===== src/hw/rtl/g2r_pkg.sv =====
// Package for the two-bit-per-pixel glyph rasterizer.
// Holds field widths, register indexes and the word types shared by all modules.
// No dependencies.
package g2r_pkg;

	localparam int ADDR_BITS     = 20;
	localparam int PIX_ADDR_W    = 20;
	localparam int BYTE_W        = 8;
	localparam int ORG_X_W       = 12;
	localparam int ORG_Y_W       = 11;
	localparam int PITCH_W       = 12;
	localparam int COLOR_W       = 8;
	localparam int BIR_W         = 6;
	localparam int PIX_PER_BYTE  = 4;
	localparam int SLOT_IDX_W    = 2;
	localparam int SLOT_CNT_W    = 3;
	localparam int BASE_W        = ORG_Y_W + PITCH_W + 1;

	localparam int CFG_IDX_W     = 2;
	localparam int CFG_DATA_W    = 12;

	localparam logic [CFG_IDX_W-1:0] CFG_LINE_PITCH   = 2'd0;
	localparam logic [CFG_IDX_W-1:0] CFG_COLOR_MAIN   = 2'd1;
	localparam logic [CFG_IDX_W-1:0] CFG_COLOR_SHADOW = 2'd2;

	localparam logic [PITCH_W-1:0] PITCH_RESET = 12'd640;

	localparam logic [1:0] CODE_CLEAR = 2'd0;

	typedef logic [ADDR_BITS-1:0] addr_t;

	typedef struct packed {
		logic [PITCH_W-1:0] line_pitch;
		logic [COLOR_W-1:0] color_main;
		logic [COLOR_W-1:0] color_shadow;
	} cfg_t;

	typedef struct packed {
		logic [BYTE_W-1:0]  record_byte;
		logic               start_of_glyph;
		logic [ORG_X_W-1:0] origin_x;
		logic [ORG_Y_W-1:0] origin_y;
	} in_word_t;

	typedef struct packed {
		logic                  write_enable;
		logic [PIX_ADDR_W-1:0] pixel_address;
		logic [COLOR_W-1:0]    pixel_value;
		logic [BYTE_W-1:0]     advance_width;
		logic                  glyph_done;
	} out_word_t;

	typedef struct packed {
		logic [SLOT_CNT_W-1:0]           count;
		out_word_t [PIX_PER_BYTE-1:0]    slot;
	} result_set_t;

endpackage


===== src/hw/rtl/g2r_glyph_if.sv =====
// Input channel of the glyph rasterizer: one glyph record byte per word.
// Depends on g2r_pkg for the field widths.
interface g2r_glyph_if;
	logic                           valid;
	logic                           ready;
	logic [g2r_pkg::BYTE_W-1:0]     record_byte;
	logic                           start_of_glyph;
	logic [g2r_pkg::ORG_X_W-1:0]    origin_x;
	logic [g2r_pkg::ORG_Y_W-1:0]    origin_y;

	modport source(output valid, record_byte, start_of_glyph, origin_x, origin_y,
		input ready);
	modport sink(input valid, record_byte, start_of_glyph, origin_x, origin_y,
		output ready);
endinterface


===== src/hw/rtl/g2r_pixel_if.sv =====
// Output channel of the glyph rasterizer: one frame-buffer write or end marker per word.
// Depends on g2r_pkg for the field widths.
interface g2r_pixel_if;
	logic                             valid;
	logic                             ready;
	logic                             write_enable;
	logic [g2r_pkg::PIX_ADDR_W-1:0]   pixel_address;
	logic [g2r_pkg::COLOR_W-1:0]      pixel_value;
	logic [g2r_pkg::BYTE_W-1:0]       advance_width;
	logic                             glyph_done;

	modport source(output valid, write_enable, pixel_address, pixel_value,
		advance_width, glyph_done, input ready);
	modport sink(input valid, write_enable, pixel_address, pixel_value,
		advance_width, glyph_done, output ready);
endinterface


===== src/hw/rtl/g2r_cfg_regs.sv =====
// Configuration registers of the glyph rasterizer: line pitch and the two colors.
// Depends on g2r_pkg.
module g2r_cfg_regs (
	input  logic                             clk,
	input  logic                             arst_n,
	input  logic                             cfg_we,
	input  logic [g2r_pkg::CFG_IDX_W-1:0]    cfg_index,
	input  logic [g2r_pkg::CFG_DATA_W-1:0]   cfg_data,
	output g2r_pkg::cfg_t                    cfg
);

	g2r_pkg::cfg_t cfg_q;

	always_ff @(posedge clk or negedge arst_n) begin
		if (!arst_n) begin
			cfg_q.line_pitch   <= g2r_pkg::PITCH_RESET;
			cfg_q.color_main   <= '0;
			cfg_q.color_shadow <= '0;
		end else if (cfg_we) begin
			case (cfg_index)
				g2r_pkg::CFG_LINE_PITCH: begin
					cfg_q.line_pitch <= cfg_data[g2r_pkg::PITCH_W-1:0];
				end
				g2r_pkg::CFG_COLOR_MAIN: begin
					cfg_q.color_main <= cfg_data[g2r_pkg::COLOR_W-1:0];
				end
				g2r_pkg::CFG_COLOR_SHADOW: begin
					cfg_q.color_shadow <= cfg_data[g2r_pkg::COLOR_W-1:0];
				end
				default: begin
				end
			endcase
		end
	end

	assign cfg = cfg_q;

endmodule


===== src/hw/rtl/g2r_decode.sv =====
// Record parser and pixel decoder: holds the glyph state and turns one record byte
// into up to four packed result words. Depends on g2r_pkg.
module g2r_decode (
	input  logic                  clk,
	input  logic                  arst_n,
	input  logic                  take,
	input  g2r_pkg::in_word_t     word,
	input  g2r_pkg::cfg_t         cfg,
	output g2r_pkg::result_set_t  res
);

	typedef enum logic [1:0] {
		PH_IDLE,
		PH_HEIGHT,
		PH_WIDTH,
		PH_DATA
	} phase_t;

	phase_t                                phase_q, phase_d;
	logic [g2r_pkg::BYTE_W-1:0]            height_q, height_d;
	logic [g2r_pkg::BYTE_W-1:0]            width_q, width_d;
	logic [g2r_pkg::BYTE_W-1:0]            rows_left_q, rows_left_d;
	logic [g2r_pkg::BIR_W-1:0]             bir_q, bir_d;
	g2r_pkg::addr_t                        base_q, base_d;

	logic [g2r_pkg::BASE_W-1:0]            start_base;
	logic [g2r_pkg::BASE_W+g2r_pkg::ADDR_BITS-1:0] start_ext;
	logic [g2r_pkg::BIR_W-1:0]             bir_inc;
	logic [g2r_pkg::BIR_W-1:0]             words_per_row;
	logic [g2r_pkg::BIR_W:0]               row_bytes;
	logic                                  row_end;
	logic [g2r_pkg::BYTE_W-1:0]            rows_dec;
	logic [1:0]                            code;
	logic [g2r_pkg::BYTE_W-1:0]            col;
	g2r_pkg::addr_t                        pix_addr;
	logic [g2r_pkg::ADDR_BITS+g2r_pkg::PIX_ADDR_W-1:0] addr_ext;
	logic [g2r_pkg::SLOT_CNT_W-1:0]        pos;
	logic [g2r_pkg::SLOT_IDX_W-1:0]        last_idx;

	assign start_base = g2r_pkg::BASE_W'(word.origin_y) * g2r_pkg::BASE_W'(cfg.line_pitch)
		+ g2r_pkg::BASE_W'(word.origin_x);
	assign start_ext  = {{g2r_pkg::ADDR_BITS{1'b0}}, start_base};

	assign bir_inc       = bir_q + 1'b1;
	assign words_per_row = g2r_pkg::BIR_W'(({1'b0, width_q} + 9'd7) >> 3);
	assign row_bytes     = {words_per_row, 1'b0};
	assign row_end       = ({1'b0, bir_inc} >= row_bytes) || (bir_inc == '0);
	assign rows_dec      = rows_left_q - 1'b1;

	always_comb begin
		phase_d     = phase_q;
		height_d    = height_q;
		width_d     = width_q;
		rows_left_d = rows_left_q;
		bir_d       = bir_q;
		base_d      = base_q;
		res         = '0;
		pos         = '0;
		code        = '0;
		col         = '0;
		pix_addr    = '0;
		addr_ext    = '0;
		last_idx    = '0;

		if (word.start_of_glyph) begin
			base_d      = start_ext[g2r_pkg::ADDR_BITS-1:0];
			height_d    = '0;
			width_d     = '0;
			rows_left_d = '0;
			bir_d       = '0;
			phase_d     = PH_HEIGHT;
		end else begin
			case (phase_q)
				PH_HEIGHT: begin
					height_d    = word.record_byte;
					rows_left_d = word.record_byte;
					phase_d     = PH_WIDTH;
				end
				PH_WIDTH: begin
					width_d = word.record_byte;
					bir_d   = '0;
					if (height_q == '0 || word.record_byte == '0) begin
						res.count                 = 3'd1;
						res.slot[0].advance_width = word.record_byte;
						res.slot[0].glyph_done    = 1'b1;
						phase_d                   = PH_IDLE;
					end else begin
						phase_d = PH_DATA;
					end
				end
				PH_DATA: begin
					for (int j = 0; j < g2r_pkg::PIX_PER_BYTE; j++) begin
						code     = word.record_byte[7-2*j -: 2];
						col      = {bir_q, 2'(j)};
						pix_addr = base_q + g2r_pkg::ADDR_BITS'(col);
						addr_ext = {{g2r_pkg::PIX_ADDR_W{1'b0}}, pix_addr};
						if (code != g2r_pkg::CODE_CLEAR && col < width_q) begin
							res.slot[pos[g2r_pkg::SLOT_IDX_W-1:0]].write_enable  = 1'b1;
							res.slot[pos[g2r_pkg::SLOT_IDX_W-1:0]].pixel_address =
								addr_ext[g2r_pkg::PIX_ADDR_W-1:0];
							res.slot[pos[g2r_pkg::SLOT_IDX_W-1:0]].pixel_value   =
								code[1] ? cfg.color_shadow : cfg.color_main;
							pos = pos + 1'b1;
						end
					end
					res.count = pos;
					bir_d     = bir_inc;
					if (row_end) begin
						bir_d       = '0;
						base_d      = base_q + g2r_pkg::ADDR_BITS'(cfg.line_pitch);
						rows_left_d = rows_dec;
						if (rows_dec == '0) begin
							phase_d = PH_IDLE;
							if (pos != '0) begin
								last_idx = g2r_pkg::SLOT_IDX_W'(pos - 1'b1);
								res.slot[last_idx].advance_width = width_q;
								res.slot[last_idx].glyph_done    = 1'b1;
							end else begin
								res.count                 = 3'd1;
								res.slot[0].advance_width = width_q;
								res.slot[0].glyph_done    = 1'b1;
							end
						end
					end
				end
				default: begin
				end
			endcase
		end
	end

	always_ff @(posedge clk or negedge arst_n) begin
		if (!arst_n) begin
			phase_q     <= PH_IDLE;
			height_q    <= '0;
			width_q     <= '0;
			rows_left_q <= '0;
			bir_q       <= '0;
			base_q      <= '0;
		end else if (take) begin
			phase_q     <= phase_d;
			height_q    <= height_d;
			width_q     <= width_d;
			rows_left_q <= rows_left_d;
			bir_q       <= bir_d;
			base_q      <= base_d;
		end
	end

endmodule


===== src/hw/rtl/g2r_result_q.sv =====
// Result buffer: holds the up to four words of one record byte and sends them
// out one per cycle while pop is high, head first. Depends on g2r_pkg.
module g2r_result_q (
	input  logic                  clk,
	input  logic                  arst_n,
	input  logic                  load,
	input  g2r_pkg::result_set_t  res,
	input  logic                  pop,
	output logic                  free,
	output logic                  head_valid,
	output g2r_pkg::out_word_t    head
);

	g2r_pkg::out_word_t              slot_q [g2r_pkg::PIX_PER_BYTE];
	logic [g2r_pkg::SLOT_CNT_W-1:0]  cnt_q;

	assign head_valid = (cnt_q != '0);
	assign head       = slot_q[0];
	assign free       = (cnt_q == '0) || (cnt_q == 3'd1 && pop);

	always_ff @(posedge clk or negedge arst_n) begin
		if (!arst_n) begin
			cnt_q <= '0;
		end else if (load) begin
			cnt_q <= res.count;
		end else if (pop) begin
			cnt_q <= cnt_q - 1'b1;
		end
	end

	always_ff @(posedge clk) begin
		if (load) begin
			for (int k = 0; k < g2r_pkg::PIX_PER_BYTE; k++) begin
				slot_q[k] <= res.slot[k];
			end
		end else if (pop) begin
			for (int k = 0; k < g2r_pkg::PIX_PER_BYTE - 1; k++) begin
				slot_q[k] <= slot_q[k+1];
			end
		end
	end

endmodule


===== src/hw/rtl/glyph_2bpp_rasterizer.sv =====
// Top level of the two-bit-per-pixel glyph rasterizer.
// Depends on g2r_pkg, g2r_glyph_if, g2r_pixel_if, g2r_cfg_regs, g2r_decode, g2r_result_q.
//
//   channel   direction  word
//   glyph     in         one record byte with start flag and glyph origin
//   pixels    out        one frame-buffer write, or an end marker
//   cfg_*     in         register write: line pitch, main color, shadow color
//
// A record byte is registered on entry, then decoded and loaded into the result buffer
// once it is free, and its first result leaves from the buffer register.
// A byte with several results, at most four, holds the input until the single output
// port sends the last; bytes with no or one result pass at one per cycle unless it stalls.
// Reset clears the glyph state, the buffers and the registers to their defaults.
// Stalls on the output back up through the result buffer into the input register.
module glyph_2bpp_rasterizer (
	input  logic                             clk,
	input  logic                             arst_n,
	g2r_glyph_if.sink                        glyph,
	g2r_pixel_if.source                      pixels,
	input  logic                             cfg_we,
	input  logic [g2r_pkg::CFG_IDX_W-1:0]    cfg_index,
	input  logic [g2r_pkg::CFG_DATA_W-1:0]   cfg_data
);

	g2r_pkg::cfg_t         cfg;
	g2r_pkg::in_word_t     word_s1;
	logic                  valid_s1;
	logic                  take;
	logic                  free;
	logic                  pop;
	logic                  head_valid;
	g2r_pkg::out_word_t    head;
	g2r_pkg::result_set_t  res;

	assign take        = valid_s1 && free;
	assign glyph.ready = !valid_s1 || take;
	assign pop         = head_valid && pixels.ready;

	always_ff @(posedge clk or negedge arst_n) begin
		if (!arst_n) begin
			valid_s1 <= 1'b0;
		end else if (glyph.ready) begin
			valid_s1 <= glyph.valid;
		end
	end

	always_ff @(posedge clk) begin
		if (glyph.valid && glyph.ready) begin
			word_s1.record_byte    <= glyph.record_byte;
			word_s1.start_of_glyph <= glyph.start_of_glyph;
			word_s1.origin_x       <= glyph.origin_x;
			word_s1.origin_y       <= glyph.origin_y;
		end
	end

	g2r_cfg_regs u_cfg (
		.clk       (clk),
		.arst_n    (arst_n),
		.cfg_we    (cfg_we),
		.cfg_index (cfg_index),
		.cfg_data  (cfg_data),
		.cfg       (cfg)
	);

	g2r_decode u_decode (
		.clk    (clk),
		.arst_n (arst_n),
		.take   (take),
		.word   (word_s1),
		.cfg    (cfg),
		.res    (res)
	);

	g2r_result_q u_result_q (
		.clk        (clk),
		.arst_n     (arst_n),
		.load       (take),
		.res        (res),
		.pop        (pop),
		.free       (free),
		.head_valid (head_valid),
		.head       (head)
	);

	assign pixels.valid         = head_valid;
	assign pixels.write_enable  = head.write_enable;
	assign pixels.pixel_address = head.pixel_address;
	assign pixels.pixel_value   = head.pixel_value;
	assign pixels.advance_width = head.advance_width;
	assign pixels.glyph_done    = head.glyph_done;

endmodule

===== src/flat_wrapper.sv =====
// flat-port wrapper written by rule: the top's interface ports become plain ports
module glyph_2bpp_rasterizer_flat 
  (clk, arst_n, cfg_we, cfg_index, cfg_data, glyph_valid, glyph_record_byte, glyph_start_of_glyph, glyph_origin_x, glyph_origin_y, glyph_ready, pixels_valid, pixels_write_enable, pixels_pixel_address, pixels_pixel_value, pixels_advance_width, pixels_glyph_done, pixels_ready);
  g2r_glyph_if glyph_i ();
  g2r_pixel_if pixels_i ();
  input  logic clk;
  input  logic arst_n;
  input  logic cfg_we;
  input  logic [g2r_pkg::CFG_IDX_W-1:0] cfg_index;
  input  logic [g2r_pkg::CFG_DATA_W-1:0] cfg_data;
  input wire logic [$bits(glyph_i.valid)-1:0] glyph_valid;
  input wire logic [$bits(glyph_i.record_byte)-1:0] glyph_record_byte;
  input wire logic [$bits(glyph_i.start_of_glyph)-1:0] glyph_start_of_glyph;
  input wire logic [$bits(glyph_i.origin_x)-1:0] glyph_origin_x;
  input wire logic [$bits(glyph_i.origin_y)-1:0] glyph_origin_y;
  output wire logic [$bits(glyph_i.ready)-1:0] glyph_ready;
  output wire logic [$bits(pixels_i.valid)-1:0] pixels_valid;
  output wire logic [$bits(pixels_i.write_enable)-1:0] pixels_write_enable;
  output wire logic [$bits(pixels_i.pixel_address)-1:0] pixels_pixel_address;
  output wire logic [$bits(pixels_i.pixel_value)-1:0] pixels_pixel_value;
  output wire logic [$bits(pixels_i.advance_width)-1:0] pixels_advance_width;
  output wire logic [$bits(pixels_i.glyph_done)-1:0] pixels_glyph_done;
  input wire logic [$bits(pixels_i.ready)-1:0] pixels_ready;
  assign glyph_i.valid = glyph_valid;
  assign glyph_i.record_byte = glyph_record_byte;
  assign glyph_i.start_of_glyph = glyph_start_of_glyph;
  assign glyph_i.origin_x = glyph_origin_x;
  assign glyph_i.origin_y = glyph_origin_y;
  assign glyph_ready = glyph_i.ready;
  assign pixels_valid = pixels_i.valid;
  assign pixels_write_enable = pixels_i.write_enable;
  assign pixels_pixel_address = pixels_i.pixel_address;
  assign pixels_pixel_value = pixels_i.pixel_value;
  assign pixels_advance_width = pixels_i.advance_width;
  assign pixels_glyph_done = pixels_i.glyph_done;
  assign pixels_i.ready = pixels_ready;
  glyph_2bpp_rasterizer u_core (.clk(clk), .arst_n(arst_n), .glyph(glyph_i), .pixels(pixels_i), .cfg_we(cfg_we), .cfg_index(cfg_index), .cfg_data(cfg_data));
endmodule

===== config.mk =====
export PLATFORM = sky130hd
export DESIGN_NAME = glyph_2bpp_rasterizer_flat
export DESIGN_NICKNAME = d
export VERILOG_FILES = /design/src/hw/rtl/g2r_pkg.sv /design/src/hw/rtl/g2r_glyph_if.sv /design/src/hw/rtl/g2r_pixel_if.sv /design/src/hw/rtl/g2r_cfg_regs.sv /design/src/hw/rtl/g2r_decode.sv /design/src/hw/rtl/g2r_result_q.sv /design/src/hw/rtl/glyph_2bpp_rasterizer.sv /design/src/flat_wrapper.sv
export SDC_FILE = /design/constraint.sdc
export NUM_CORES = 1
export LEC_CHECK = 0
export ABC_AREA = 1
export BUFFER_PORTS_ARGS = -buffer_cell sky130_fd_sc_hd__buf_4
export CAP_MARGIN = 20
export CORE_UTILIZATION = 53
export CTS_CLUSTER_SIZE = 20
export DETAILED_ROUTE_END_ITERATION = 10
export PLACE_DENSITY = 0.74
export SYNTH_ARGS = -nofsm -noshare
export SYNTH_HDL_FRONTEND = slang
export SYNTH_SLANG_ARGS = --single-unit

===== constraint.sdc =====
create_clock -name clk -period 8.9 [get_ports clk]
set_input_delay 0.89 -clock clk [delete_from_list [all_inputs] [get_ports clk]]
set_output_delay 0.89 -clock clk [all_outputs]
set_load 0.05 [all_outputs]

==> results.toml <==
[cts]
cts.repair.resized = 0
cts_buffers = 31
root_buffer = "clkbuf_16"
hold_buffers = 0
clockBufferDepth = 3
clk_pin_slew_ns = 0.06
cts.sinks = 268
htreeDepth = 1
cts_tree = "yes"
clk_latency_ns = 0.60
post_cts_buffers = 0

[sta]
rsz0062_at_grt = "no"
fin_crit_ns = 6.580
max_freq_mhz = 152.0
finalClockSkew_ns = 0.01376
period_share_pct = 73.94
tns_ns = 0
worst_slack_ns = 2.320
setup_viol = 0
slew_headroom_pct = 28.66
slew_violations = 0
worst_slew_pin_slew_ns = 1.067
report.final.hold_viol_count = 0

[grt]
grt_pass1_wl_um = 92670
grt_usage_pct = 28.85
grt_max_degree = 80
grt_overflow_total = 0
grt_pass1_vias = 17470
antenna_found_initial = 0

[synthesis]
synth_top_area_share_pct = 26.51
synth_area_per_cell_um2 = 7.899
synth_area_leaders = "edfxtp_1, nand2_1, fa_1, dfrtp_1, inv_1"
yosysMostFrequentCell = "nand2_1"
synth_top_cell_by_area = "edfxtp_1"
synth_common_cells = "nand2_1, inv_1, o21ai_0"
yosysWarningCount = 0
synth-edff-count = 184
syn_nets = 2889
syn_inst = 2639
async_reset_ff_share_pct = 31.34
seq_area_frac_synth_pct = 36.60
synth_ff_type = "edfxtp_1"
ys_ff_latch = 268
syn-cell-area_um2 = 20850
yosysUniqueCellTypes = 56

[critical_path]
cp.required_ns = 9.24
cp.depth = 14
path_cells = "inv_1 > ha_1 > nand2_1 > nand2_1 > a21oi_4 > nand3_1 > inv_1 > fa_1 > inv_1 > ha_1 > nand2_1 > nand2_1 > o22ai_1 > a22o_1"
crit_buf_inv = 3
cp_max_fo = 25
endpoint_kind = "flop"
cpMostUsedCell = "nand2_1"
slowest_delay_ns = 0.92
worstPathArrival_ns = 6.92
cp-start-kind = "flop"
critPathKind = "flop to flop"
cpMaxStageDelayCell = "nand2_1"
cp_top_family = "simple AND/OR/NAND/NOR gates"
reg2regPathDepth = 14

[cells_and_area]
fillers = 3520
synthToLayoutAreaGrowth_pct = 9.711
final_cell_count_no_fill = 3206
final_nets = 2915
design_area_um2 = 22870
antennaDiodeCount = 0
drive_gt1_share_pct = 8.147

[floorplan]
coreArea_um2 = 38740
dieArea_um2 = 40130
ios = 91
rows = 72
die_y_um = 200.3
initial_core_util_pct = 53.81
die_w_um = 200.3

[route]
vias = 17950
first_iter_violations = 1741
wl_um = 57560
wl_per_cell_um = 17.95
drc = 0
drt.antenna.violating_nets = 0
vias_per_cell = 5.599
firstDrtPassIters = 6

[placement]
dp.cells = 3149
io_buffers = 90
postPlaceCellArea_um2 = 21840
post-place-ws_ns = 2.471
gp_congestion = 0.9894
dpl.hpwl_um = 42360

[worst_hold_path]
hp-class = "primary input to asynchronous set/reset pin"

[outcome]
status = "finished clean"

[run]
max-cap-violations = 0
==> cell usage in the layout, fill, tap and decap left out, types with 7 or more instances in the layout <==
cell type  Yosys  routed
buf_4          4     111
edfxtp_1     184     184
o21ai_1       25      24
a22o_1        20      20
or2_2          7       7
a21oi_1      128     128
dfrtp_1       82      82
clkbuf_16      0      32
xnor2_1       10      10
xor2_1        62      62
inv_2         12      12
clkinv_1       3       7
clkinv_2       0       7
fa_1         103     103
o22ai_1       19      19
o221ai_1      19      19
o211ai_1      22      22
nand3_1      115     115
nor3_1         7       7
nor2_2        16      15
ha_1          96      96
nand4_1       12      12
nor2_1        96      96
inv_1        400     400
nand2_1      748     748
o21ai_0      273     273
==> cells by family (layout without fill, tap and decap cells) <==
| logic type | count (synthesis) | in the layout | synth area share [%] |
|---|---|---|---|
| flops | 268 | 268 | 36.60 |
| xor+xnor | 72 | 72 | 3.025 |
| compound gates | 542 | 542 | 14.66 |
| mux | 4 | 4 | 0.2161 |
| fa+ha+maj | 199 | 199 | 15.65 |
| simple gates | 1021 | 1021 | 19.97 |
| buf+inv | 533 | 582 | 9.873 |
==> per-layer routing <==
| layer | vias to the layer above | global-route usage, % | wire, µm |
|---|---|---|---|
| met3 | 87 | 4.751 | 4905 |
| met1 | 8505 | 41.18 | 25130 |
| met5 | - | 0 | 0 |
| met4 | 0 | 7.497 | 1368 |
| met2 | 753 | 45.72 | 26160 |
| li1 | 8606 | - | - |
==> flip-flops by register name, summed over array words and instances (netlist names), 6 cells and up <==
| register | flops |
|---|---|
| u_core.u_decode.rows_left_q | 8 |
| u_core.u_decode.bir_q | 6 |
| u_core.u_decode.base_q | 20 |
| u_core.u_decode.width_q | 8 |
| u_core.word_s1 | 32 |
| u_core.u_cfg.cfg | 28 |
| u_core.u_decode.height_q | 8 |
| u_core.u_result_q.slot_q | 152 |
==> area by class of cell <==
cell class              instances  area [µm²]  area share (%)
inverters                     415        1558           6.811
clock buffers                  36       825.8           3.611
multi-input cells            1838       11170           48.86
well taps                     518       648.1           2.834
flip-flops and latches        268        7630           33.36
clock inverters                20       201.4          0.8808
repair buffers                111       833.3           3.644
==> metrics by stage <==
step / util [%] / hold slack [ns]
after floorplan: - / 0.4534
after global placement: 56.37 / 0.4704
after detailed placement: 56.37 / 0.4812
after CTS: 59.02 / 0.1295
after global routing: 59.04 / 0.1493
final: 59.04 / 0.1499
==> path summary, 6_finish.rpt <==
kind,startpoint,to,slack (ns)
setup / recovery,u_core.u_decode.width_q[5],u_core.u_result_q.slot_q[2][25],2.32
max in group asynchronous,arst_n,u_core.u_cfg.cfg[21],7.58
min in group clk,glyph_origin_x[8],u_core.word_s1[19],0.47
hold / removal,arst_n,u_core.u_decode.height_q[6],0.15
setup reg to reg,u_core.u_decode.width_q[5],u_core.u_result_q.slot_q[2][25],2.32
hold reg to reg,u_core.u_decode.height_q[2],u_core.u_decode.height_q[2],0.50
Power is not shown: default switching activity piles up to over one toggle a cycle in this logic, so the estimate is an artifact.
